**src/sv/rmrc_pkg.sv**
```systemverilog
// Shared types, constants and counter slot mapping for the relay matrix route controller.
package rmrc_pkg;

   localparam int ROWS    = 4;
   localparam int COLUMNS = 6;
   localparam int NBITS   = ROWS * COLUMNS;
   localparam int NCOUNT  = NBITS + 1;
   localparam int BIT_W   = $clog2(NBITS);
   localparam int ADDR_W  = $clog2(NCOUNT);
   localparam int SWEEP_W = $clog2(NCOUNT + 1);

   localparam logic [6:0] POWER_CHANNEL   = 7'd3;
   localparam logic [7:0] CRC_LIMIT_RESET = 8'd10;
   localparam logic [7:0] CRC_ERRORS_MAX  = 8'hFF;

   localparam logic [2:0] ST_OK        = 3'd0;
   localparam logic [2:0] ST_ILLEGAL   = 3'd1;
   localparam logic [2:0] ST_NO_SYNC   = 3'd2;
   localparam logic [2:0] ST_CRC       = 3'd3;
   localparam logic [2:0] ST_XFER      = 3'd4;
   localparam logic [2:0] ST_LINK_LOST = 3'd5;

   localparam logic [1:0] XFER_OK  = 2'd0;
   localparam logic [1:0] XFER_CRC = 2'd1;

   typedef enum logic [2:0] {
      OP_OPEN   = 3'd0,
      OP_CLOSE  = 3'd1,
      OP_QUERY  = 3'd2,
      OP_CYCLES = 3'd3,
      OP_TOGGLE = 3'd4,
      OP_CLEAR  = 3'd5,
      OP_TICK   = 3'd6,
      OP_SYNC   = 3'd7
   } op_type;

   typedef struct packed {
      logic [2:0] op;
      logic [6:0] channel;
      logic       list_last;
      logic [1:0] xfer_status;
      logic       sync_ok;
   } req_type;

   typedef struct packed {
      logic [2:0]       status;
      logic [31:0]      value;
      logic [NBITS-1:0] routes_now;
      logic             relay_now;
   } rsp_type;

   // decoded word held in the queue between front and back
   typedef struct packed {
      op_type           op;
      logic             illegal;
      logic             power;
      logic [BIT_W-1:0] bit_idx;
      logic             list_last;
      logic [1:0]       xfer_status;
      logic             sync_ok;
   } item_type;

   // counter slot: power relay at 0, signal relays after it
   function automatic logic [ADDR_W-1:0] count_addr(input item_type it);
      logic [ADDR_W-1:0] a;
      begin
         a = ADDR_W'(it.bit_idx) + ADDR_W'(1);
         if (it.power || it.illegal) begin
            count_addr = '0;
         end else begin
            count_addr = a;
         end
      end
   endfunction

endpackage

```
**src/sv/rmrc_front.sv**
```systemverilog
// Front end: decodes channel numbers and queues decoded words for the back end.
module rmrc_front (
   input  logic              clock,
   input  logic              reset,
   input  logic              req_valid,
   output logic              req_stall,
   input  rmrc_pkg::req_type req_word,
   output logic              q_valid,
   output rmrc_pkg::item_type q_item,
   input  logic              q_pop
);

   localparam int DEPTH = 2;

   rmrc_pkg::item_type fifo_ff [DEPTH];
   logic       wr_ptr_ff, wr_ptr_in;
   logic       rd_ptr_ff, rd_ptr_in;
   logic [1:0] count_ff, count_in;
   logic       push;
   rmrc_pkg::item_type dec;

   logic [14:0] prod;
   logic [3:0]  row;
   logic [6:0]  col;
   logic [6:0]  row_x10;
   logic [7:0]  lin;
   logic        in_range;

   // divide by ten through a reciprocal multiply, exact for 7-bit inputs
   always_comb begin
      prod     = 15'(req_word.channel) * 15'd205;
      row      = prod[14:11];
      row_x10  = 7'(row) * 7'd10;
      col      = req_word.channel - row_x10;
      in_range = (row >= 4'd1) && (row <= 4'(rmrc_pkg::ROWS))
               && (col >= 7'd1) && (col <= 7'(rmrc_pkg::COLUMNS));
      lin      = 8'(row - 4'd1) * 8'(rmrc_pkg::COLUMNS) + 8'(col - 7'd1);

      dec.op          = rmrc_pkg::op_type'(req_word.op);
      dec.power       = (req_word.channel == rmrc_pkg::POWER_CHANNEL);
      dec.illegal     = !dec.power && !in_range;
      dec.bit_idx     = (dec.power || !in_range) ? '0 : lin[rmrc_pkg::BIT_W-1:0];
      dec.list_last   = req_word.list_last;
      dec.xfer_status = req_word.xfer_status;
      dec.sync_ok     = req_word.sync_ok;
   end

   assign req_stall = (count_ff == 2'(DEPTH));
   assign push      = req_valid && !req_stall;
   assign q_valid   = (count_ff != 2'd0);
   assign q_item    = fifo_ff[rd_ptr_ff];

   always_comb begin
      wr_ptr_in = push  ? !wr_ptr_ff : wr_ptr_ff;
      rd_ptr_in = q_pop ? !rd_ptr_ff : rd_ptr_ff;
      count_in  = count_ff + 2'(push) - 2'(q_pop);
   end

   always_ff @(posedge clock) begin
      if (reset) begin
         wr_ptr_ff <= 1'b0;
         rd_ptr_ff <= 1'b0;
         count_ff  <= 2'd0;
      end else begin
         wr_ptr_ff <= wr_ptr_in;
         rd_ptr_ff <= rd_ptr_in;
         count_ff  <= count_in;
      end
   end

   always_ff @(posedge clock) begin
      if (push) begin
         fifo_ff[wr_ptr_ff] <= dec;
      end
   end

endmodule

```
**src/sv/rmrc_back.sv**
```systemverilog
// Back end: executes route operations, link bookkeeping and cycle counter updates.
module rmrc_back (
   input  logic               clock,
   input  logic               reset,
   input  logic               q_valid,
   input  rmrc_pkg::item_type q_item,
   output logic               q_pop,
   input  logic               csr_valid,
   output logic               csr_ready,
   input  logic [7:0]         csr_data,
   output logic               rsp_valid,
   input  logic               rsp_stall,
   output rmrc_pkg::rsp_type  rsp_word
);

   localparam int NB = rmrc_pkg::NBITS;
   localparam int NC = rmrc_pkg::NCOUNT;
   localparam int AW = rmrc_pkg::ADDR_W;
   localparam int SW = rmrc_pkg::SWEEP_W;

   typedef enum logic [2:0] {
      S_IDLE  = 3'b001,
      S_EXEC  = 3'b010,
      S_SWEEP = 3'b100
   } state_type;

   state_type          st_ff, st_in;
   rmrc_pkg::item_type cur_ff, cur_in;
   logic [7:0]     limit_ff;
   logic [NB-1:0]  route_ff, route_in;
   logic           relay_ff, relay_in;
   logic [NB-1:0]  staged_ff, staged_in;
   logic           staged_relay_ff, staged_relay_in;
   logic           busy_ff, busy_in;
   logic           bad_ff, bad_in;
   logic [NB-1:0]  sent_ff, sent_in;
   logic           sent_relay_ff, sent_relay_in;
   logic           link_ff, link_in;
   logic [7:0]     crc_ff, crc_in;
   logic [NC-1:0]  rising_ff, rising_in;
   logic [SW-1:0]  sweep_ff, sweep_in;
   logic           out_valid_ff, out_valid_in;
   rmrc_pkg::rsp_type out_ff, out_in;

   logic [31:0]    mem [NC];
   logic [NC-1:0]  cnt_vld_ff;
   logic [31:0]    rd_data_ff;
   logic           rd_vld_ff;
   logic [AW-1:0]  rd_addr;
   logic           wr_en;
   logic [AW-1:0]  wr_addr;
   logic [31:0]    wr_data;

   assign csr_ready = 1'b1;
   assign rsp_valid = out_valid_ff;
   assign rsp_word  = out_ff;

   always_comb begin
      logic [2:0]    status;
      logic [31:0]   value;
      logic [NB-1:0] stg;
      logic          stg_relay;
      logic          bad;
      logic [NB-1:0] onehot;
      logic [7:0]    crc_next;
      logic [SW-1:0] prev;

      status    = rmrc_pkg::ST_OK;
      value     = '0;
      onehot    = NB'(1) << cur_ff.bit_idx;
      stg       = busy_ff ? staged_ff : route_ff;
      stg_relay = busy_ff ? staged_relay_ff : relay_ff;
      bad       = busy_ff ? bad_ff : 1'b0;
      crc_next  = (crc_ff < rmrc_pkg::CRC_ERRORS_MAX) ? crc_ff + 8'd1 : crc_ff;
      prev      = sweep_ff - SW'(1);

      st_in           = st_ff;
      cur_in          = cur_ff;
      route_in        = route_ff;
      relay_in        = relay_ff;
      staged_in       = staged_ff;
      staged_relay_in = staged_relay_ff;
      busy_in         = busy_ff;
      bad_in          = bad_ff;
      sent_in         = sent_ff;
      sent_relay_in   = sent_relay_ff;
      link_in         = link_ff;
      crc_in          = crc_ff;
      rising_in       = rising_ff;
      sweep_in        = sweep_ff;
      out_valid_in    = out_valid_ff && rsp_stall;
      out_in          = out_ff;
      q_pop           = 1'b0;
      rd_addr         = rmrc_pkg::count_addr(q_item);
      wr_en           = 1'b0;
      wr_addr         = prev[AW-1:0];
      wr_data         = (rd_vld_ff ? rd_data_ff : 32'd0) + 32'd1;

      unique case (st_ff)
         S_IDLE: begin
            if (q_valid && (!out_valid_ff || !rsp_stall)) begin
               q_pop  = 1'b1;
               cur_in = q_item;
               st_in  = S_EXEC;
            end
         end
         S_EXEC: begin
            st_in = S_IDLE;
            unique case (cur_ff.op) inside
               rmrc_pkg::OP_OPEN, rmrc_pkg::OP_CLOSE: begin
                  if (!bad) begin
                     if (cur_ff.illegal) begin
                        bad = 1'b1;
                     end else if (cur_ff.power) begin
                        stg_relay = (cur_ff.op == rmrc_pkg::OP_OPEN);
                     end else if (cur_ff.op == rmrc_pkg::OP_OPEN) begin
                        stg = stg | onehot;
                     end else begin
                        stg = stg & ~onehot;
                     end
                  end
                  status          = bad ? rmrc_pkg::ST_ILLEGAL : rmrc_pkg::ST_OK;
                  staged_in       = stg;
                  staged_relay_in = stg_relay;
                  bad_in          = bad;
                  busy_in         = !cur_ff.list_last;
                  if (cur_ff.list_last && !bad) begin
                     route_in = stg;
                     relay_in = stg_relay;
                  end
               end
               rmrc_pkg::OP_QUERY: begin
                  if (cur_ff.illegal) begin
                     status = rmrc_pkg::ST_ILLEGAL;
                  end else if (cur_ff.power) begin
                     value = 32'(relay_ff);
                  end else begin
                     value = 32'(|(route_ff & onehot));
                  end
               end
               rmrc_pkg::OP_CYCLES: begin
                  if (cur_ff.illegal) begin
                     status = rmrc_pkg::ST_ILLEGAL;
                  end else begin
                     value = rd_vld_ff ? rd_data_ff : 32'd0;
                  end
               end
               rmrc_pkg::OP_TOGGLE: begin
                  if (cur_ff.illegal) begin
                     status = rmrc_pkg::ST_ILLEGAL;
                  end else if (cur_ff.power) begin
                     relay_in = !relay_ff;
                  end else begin
                     route_in = route_ff ^ onehot;
                  end
               end
               rmrc_pkg::OP_CLEAR: begin
                  route_in = '0;
               end
               rmrc_pkg::OP_TICK: begin
                  if (!link_ff) begin
                     status = rmrc_pkg::ST_NO_SYNC;
                  end else if ((route_ff != sent_ff) || (relay_ff != sent_relay_ff)) begin
                     sent_in       = route_ff;
                     sent_relay_in = relay_ff;
                     if (cur_ff.xfer_status == rmrc_pkg::XFER_OK) begin
                        crc_in    = 8'd0;
                        rising_in = {~sent_ff & route_ff, !sent_relay_ff && relay_ff};
                        sweep_in  = '0;
                        st_in     = S_SWEEP;
                     end else if (cur_ff.xfer_status == rmrc_pkg::XFER_CRC) begin
                        crc_in = crc_next;
                        if (crc_next >= limit_ff) begin
                           link_in = 1'b0;
                           status  = rmrc_pkg::ST_LINK_LOST;
                        end else begin
                           status = rmrc_pkg::ST_CRC;
                        end
                     end else begin
                        status = rmrc_pkg::ST_XFER;
                     end
                  end
               end
               rmrc_pkg::OP_SYNC: begin
                  if (!link_ff) begin
                     if (cur_ff.sync_ok) begin
                        link_in = 1'b1;
                        crc_in  = 8'd0;
                     end else begin
                        status = rmrc_pkg::ST_NO_SYNC;
                     end
                  end
               end
               default: begin
                  status = rmrc_pkg::ST_OK;
               end
            endcase
            out_valid_in      = 1'b1;
            out_in.status     = status;
            out_in.value      = value;
            out_in.routes_now = route_in;
            out_in.relay_now  = relay_in;
         end
         S_SWEEP: begin
            // read slot n while slot n-1 is written back
            rd_addr  = (sweep_ff < SW'(NC)) ? sweep_ff[AW-1:0] : '0;
            wr_en    = (sweep_ff != '0) && rising_ff[prev[AW-1:0]];
            sweep_in = sweep_ff + SW'(1);
            if (sweep_ff == SW'(NC)) begin
               st_in = S_IDLE;
            end
         end
         default: begin
            st_in = S_IDLE;
         end
      endcase
   end

   always_ff @(posedge clock) begin
      if (reset) begin
         st_ff           <= S_IDLE;
         limit_ff        <= rmrc_pkg::CRC_LIMIT_RESET;
         route_ff        <= '0;
         relay_ff        <= 1'b0;
         staged_ff       <= '0;
         staged_relay_ff <= 1'b0;
         busy_ff         <= 1'b0;
         bad_ff          <= 1'b0;
         sent_ff         <= '1;
         sent_relay_ff   <= 1'b0;
         link_ff         <= 1'b0;
         crc_ff          <= 8'd0;
         sweep_ff        <= '0;
         out_valid_ff    <= 1'b0;
         cnt_vld_ff      <= '0;
      end else begin
         st_ff           <= st_in;
         if (csr_valid && csr_ready) begin
            limit_ff <= csr_data;
         end
         route_ff        <= route_in;
         relay_ff        <= relay_in;
         staged_ff       <= staged_in;
         staged_relay_ff <= staged_relay_in;
         busy_ff         <= busy_in;
         bad_ff          <= bad_in;
         sent_ff         <= sent_in;
         sent_relay_ff   <= sent_relay_in;
         link_ff         <= link_in;
         crc_ff          <= crc_in;
         sweep_ff        <= sweep_in;
         out_valid_ff    <= out_valid_in;
         if (wr_en) begin
            cnt_vld_ff[wr_addr] <= 1'b1;
         end
      end
   end

   always_ff @(posedge clock) begin
      cur_ff    <= cur_in;
      rising_ff <= rising_in;
      out_ff    <= out_in;
   end

   // cycle counter memory, one write and one registered read per cycle
   always_ff @(posedge clock) begin
      if (wr_en) begin
         mem[wr_addr] <= wr_data;
      end
      rd_data_ff <= mem[rd_addr];
      rd_vld_ff  <= cnt_vld_ff[rd_addr];
   end

endmodule

```
**src/sv/relay_matrix_route_controller_top.sv**
```systemverilog
// Top level of the relay matrix route controller.
// Drives a 4x6 signal relay matrix plus one power relay, addressed by decimal
// channel numbers (row*10+column, channel 3 is the power relay). A front end
// decodes each request word into a two-entry queue; a back end executes one
// word at a time and holds the response in an output register, so requests
// can still enter the queue while a response waits. A transfer tick that
// succeeds with changed routes then walks all 25 relay cycle counters
// through a counter memory with one read and one write port, one counter
// per cycle, in a sweep state before the next word starts.
// The counters read as zero after reset; there is no clearing pass.
module relay_matrix_route_controller_top (
   input  logic              clock,
   input  logic              reset,
   input  logic              req_valid,
   output logic              req_stall,
   input  rmrc_pkg::req_type req_word,
   output logic              rsp_valid,
   input  logic              rsp_stall,
   output rmrc_pkg::rsp_type rsp_word,
   input  logic              csr_valid,
   output logic              csr_ready,
   input  logic [7:0]        csr_data
);

   logic               q_valid;
   rmrc_pkg::item_type q_item;
   logic               q_pop;

   rmrc_front u_front (
      .clock     (clock),
      .reset     (reset),
      .req_valid (req_valid),
      .req_stall (req_stall),
      .req_word  (req_word),
      .q_valid   (q_valid),
      .q_item    (q_item),
      .q_pop     (q_pop)
   );

   rmrc_back u_back (
      .clock     (clock),
      .reset     (reset),
      .q_valid   (q_valid),
      .q_item    (q_item),
      .q_pop     (q_pop),
      .csr_valid (csr_valid),
      .csr_ready (csr_ready),
      .csr_data  (csr_data),
      .rsp_valid (rsp_valid),
      .rsp_stall (rsp_stall),
      .rsp_word  (rsp_word)
   );

   a_pop_needs_word: assert property (@(posedge clock) disable iff (reset)
      q_pop |-> q_valid)
      else $error("queue popped while empty");

   a_status_range: assert property (@(posedge clock) disable iff (reset)
      rsp_valid |-> (rsp_word.status <= rmrc_pkg::ST_LINK_LOST))
      else $error("response status out of range");

   a_fail_zero_value: assert property (@(posedge clock) disable iff (reset)
      (rsp_valid && (rsp_word.status != rmrc_pkg::ST_OK)) |-> (rsp_word.value == 32'd0))
      else $error("failed request returned nonzero value");

   a_no_pop_while_held: assert property (@(posedge clock) disable iff (reset)
      (rsp_valid && rsp_stall) |-> !q_pop)
      else $error("word taken while response register is held");

endmodule

```
**config.mk**
```make
export PLATFORM = sky130hd
export DESIGN_NAME = relay_matrix_route_controller_top
export DESIGN_NICKNAME = d
export VERILOG_FILES = /design/src/sv/rmrc_pkg.sv /design/src/sv/rmrc_front.sv /design/src/sv/rmrc_back.sv /design/src/sv/relay_matrix_route_controller_top.sv
export SDC_FILE = /design/constraint.sdc
export NUM_CORES = 2
export LEC_CHECK = 0
export BUFFER_PORTS_ARGS = -buffer_cell sky130_fd_sc_hd__buf_4
export CAP_MARGIN = 20
export CORE_MARGIN = 5
export CORE_UTILIZATION = 50
export CTS_CLUSTER_SIZE = 14
export DETAILED_ROUTE_END_ITERATION = 10
export PLACE_DENSITY = 0.76
export SLEW_MARGIN = 0
export SYNTH_ARGS = -nofsm -noshare
export SYNTH_HDL_FRONTEND = slang
export SYNTH_HIERARCHICAL = 1
export SYNTH_SLANG_ARGS = --single-unit
```
**constraint.sdc**
```tcl
create_clock -name clock -period 7.9 [get_ports clock]
set_clock_uncertainty 0.15 [all_clocks]
set_input_delay 0.395 -clock clock [delete_from_list [all_inputs] [get_ports clock]]
set_output_delay 0.395 -clock clock [all_outputs]
set_load 0.1 [all_outputs]
```
==> flow_summary.yaml <==
power_and_ir_drop:
  relative_contribution_of_combinational_cells_to_total_power_pct: 20.9
  seq_power_share_pct: 46.0
  ir_worst_vdd_mv: 0.269
  power_switching_share_pct: 29.4
  leakage_nw: 18.1
  cellPowerDensity_nw_per_um2: 283
  cellInternalPower_mw: 10.6
  net-switching-power_mw: 4.40
  power.clock.fraction_pct: 33.2
placed_design:
  io_buffers: 88
  placed_cells: 4569
  placed_wire_length_estimate_after_detailed_placement_mm: 65.7
  dpl_cell_area_sq_um: 49100
  gp_routability_congestion: 0.841
final_layout:
  insertedDiodeCount: 0
  layout.cells.most_common: "sky130_fd_sc_hd__edfxtp_1"
  synthToLayoutAreaGrowth_pct: 13.0
  register_area_sq_um: 31200
  final.fill_count: 7062
  final_cell_mix: "sky130_fd_sc_hd__edfxtp_1, sky130_fd_sc_hd__nand2_1, sky130_fd_sc_hd__mux2i_1"
  final_nets: 3615
  multiInputGateArea_sq_um: 14600
  finalInstanceArea_sq_um: 52900
  post_route_cells_drive_above_1_share_pct: 14.4
  stdcell_count: 4802
die:
  effective_utilization_at_floorplan_pct: 50.3
  floorplan.die.width_microns: 316
  design.die.area_sq_um: 99900
  io-pin-count: 90
  die_height_microns: 316
  core_sq_um: 93200
  floorplan.rows: 112
min_path:
  min_path_type: "in2reg"
global_routing:
  gr-total-overflow: 0
  grt_max_degree: 91
  grt_antenna_before_repair: 0
  grt_first_pass_wirelength_mm: 176
  first_global_vias: 28500
  grt.total_usage_pct: 23.1
yosys:
  synth_top_family_by_area: "compound AO/OA/AOI/OAI gates"
  synth-xor-area-share_pct: 1.08
  synth.cell_area_sq_um: 46800
  post_synth_main_area_contributors: "sky130_fd_sc_hd__edfxtp_1, sky130_fd_sc_hd__dfxtp_1, sky130_fd_sc_hd__mux2i_1, sky130_fd_sc_hd__ha_1, sky130_fd_sc_hd__nand2_1"
  syn_inst: 3333
  synth_sequential_area_ratio_pct: 66.5
  yosys_warnings: 6
  synth-main-ff-cell: "sky130_fd_sc_hd__edfxtp_1"
  post_synth.cell_area_avg_sq_um: 14.1
  yosysUniqueCellTypes: 95
  post_synth_edffs: 927
  synth_nets: 3492
  ys_async_sr_fraction_pct: 0
  yosysTopAreaCellShare_pct: 59.4
  synth.mux.area_fraction_pct: 9.07
  simple_gate_share_of_the_synthesized_area_pct: 7.64
  synth_adder_area_share_pct: 3.72
  netlist.top_cell.by_area: "sky130_fd_sc_hd__edfxtp_1"
  synth_compound_gate_area_share_pct: 9.08
  ys_ff_latch: 1093
routing:
  viasPerCell: 6.11
  dr.pass1.iters: 6
  wl_per_cell_microns: 24.5
  drt_drc_violations_left: 0
  dr_total_vias: 29400
  first_iteration_detailed_routing_drc_count: 3720
  route.antenna.remaining_nets: 0
  final_wirelength_mm: 117
clocking:
  cts_buffers: 106
  clock_sinks: 1093
  h-tree-depth: 3
  cts_tree: "done"
  cts.repair_timing.setup_buffer_count: 0
  clk_transition_reported_paths_ps: 60
  clockRootBuffer: "sky130_fd_sc_hd__clkbuf_16"
  clock_latency_ps: 710
  max-clock-path-buffers: 3
sta:
  relSlewSlack_pct: 19.9
  finalSetupViolations: 0
  rsz0062_at_grt: "false"
  transition_time_at_the_pin_with_the_least_slew_margin_ps: 1200
  finalWorstPathRequiredPeriod_ps: 6340
  period_share_pct: 80.2
  finalMaxSlewViolations: 0
  clock.fmax_mhz: 158
  final.setup.tns_ps: 0
  hold_viol_final: 0
critical_path:
  r2r_slack_ps: 2770
  crit_path_max_fanout: 6
  timing.setup.critical_path_class: "in2reg"
  cp-end-kind: "register"
  critPathArrivalTime_ps: 6570
  startpoint_type: "input pin"
  cp.required_ps: 8130
  timing.critical_path.slowest_cell_delay_ps: 530
  path_common_cell: "sky130_fd_sc_hd__inv_1"
  worst_path_max_delay_cell: "sky130_fd_sc_hd__fa_1"
outcome:
  run_status: "finished clean"
run:
  max_cap_violations: 0
## area by class of cell
| cell class | instances | area share, % |
|---|---|---|
| well taps | 1254 | 2.96 |
| repair buffers | 207 | 3.26 |
| clock inverters | 56 | 1.05 |
| clock buffers | 144 | 5.42 |
| flip-flops and latches | 1093 | 58.9 |
| inverters | 107 | 0.764 |
| multi-input cells | 1941 | 27.7 |
## power by group through the flow
stage                     combinational (mW)  sequential (mW)  clock (mW)
after floorplan                         2.18             7.04           0
after global placement                  2.98             6.99           0
after detailed placement                3.05             7.00           0
after CTS                               3.09             6.88        5.02
after global routing                    3.41             6.91        5.29
final                                   3.12             6.89        4.97
## critical path, delay by kind of cell
family                     cells  cell delay [ps]
buffers and inverters          9              600
xor gates and xnor gates       6             1460
and+or+nand+nor                3              330
adders and majority gates      9             3140
AOI/OAI and AO/OA              2              620
## Yosys cell counts, drive strengths merged (7+ instances only)
master   instances
edfxtp         927
nand2          359
mux2i          231
dfxtp          166
mux2           144
nor2           130
o21ai          123
ha             120
inv            105
clkbuf          99
a21oi           96
buf             93
a32oi           64
o22ai           64
a221oi          51
and3            51
and2            47
a32o            33
nand3           33
a31oi           32
a22oi           30
nor2b           29
o211ai          28
xnor2           28
xor2            27
nor3            26
nand4           23
o2bb2ai         18
nor4            16
o21a            13
fa              12
nand2b          11
a211oi           9
a222oi           9
mux4             9
a21o             8
or3              7
## per-stage QoR
step           hold slack (ps)  worst slack (ps)  util (%)  power, mW
4_1_cts                   43.6              1620      56.7       15.0
3_3_place_gp               292              1080      52.6       9.97
2_1_floorplan              275              1750         -       9.21
3_5_place_dp               296               970      52.7       10.0
6_report                  77.0              1560      56.8       15.0
5_1_grt                   92.6              1210      56.8       15.6
## cell families after synthesis
group           count (synthesis)
compound gates                607
mux                           384
other cells                     1
fa+ha+maj                     132
xor+xnor                       56
flops                        1093
simple gates                  761
buf+inv                       299
## path summary, 6_finish.rpt
path,to,startpoint,cells past startpoint
setup reg to reg,u_back/mem[17][2]$_DFFE_PP_,u_back/sweep_ff[0]$_SDFFE_PP0P_,10
hold reg to reg,u_back/staged_ff[0]$_SDFFE_PP0P_,u_back/staged_ff[0]$_SDFFE_PP0P_,2
hold / removal,u_back/limit_ff[5]$_SDFFE_PP0P_,reset,2
setup / recovery,u_front/fifo_ff[1][8]$_DFFE_PP_,req_word[9],29
## what timing repair did
action / 4_1_cts / 5_1_grt
setup endpoints to repair: 0 / 0
hold buffers: 28 / 0
hold endpoints to repair: 27 / 0
gates resized for setup: 0 / 0
## layer usage
| metal | global-route usage (%) | up-vias | part of all wire (%) |
|---|---|---|---|
| met4 | 8.45 | 0 | 3.5 |
| met2 | 37.5 | 1529 | 48 |
| met1 | 31.8 | 14600 | 40 |
| li1 | - | 13000 | - |
| met3 | 3.87 | 275 | 9.0 |
| met5 | 0 | - | 0 |
## sequential cells by signal, summed over array words and instances (netlist names), 14 cells and up, named ones only
register and cells:
u_back/sent_ff 24, u_back/staged_ff 24, u_back/rd_data_ff 32, u_back/cur_ff 14, u_back/mem 800, u_back/rising_ff 25
u_back/cnt_vld_ff 25, u_front/fifo_ff 28, u_back/rsp_word 60, u_back/route_ff 24
Power figures use the tool's default switching activity.
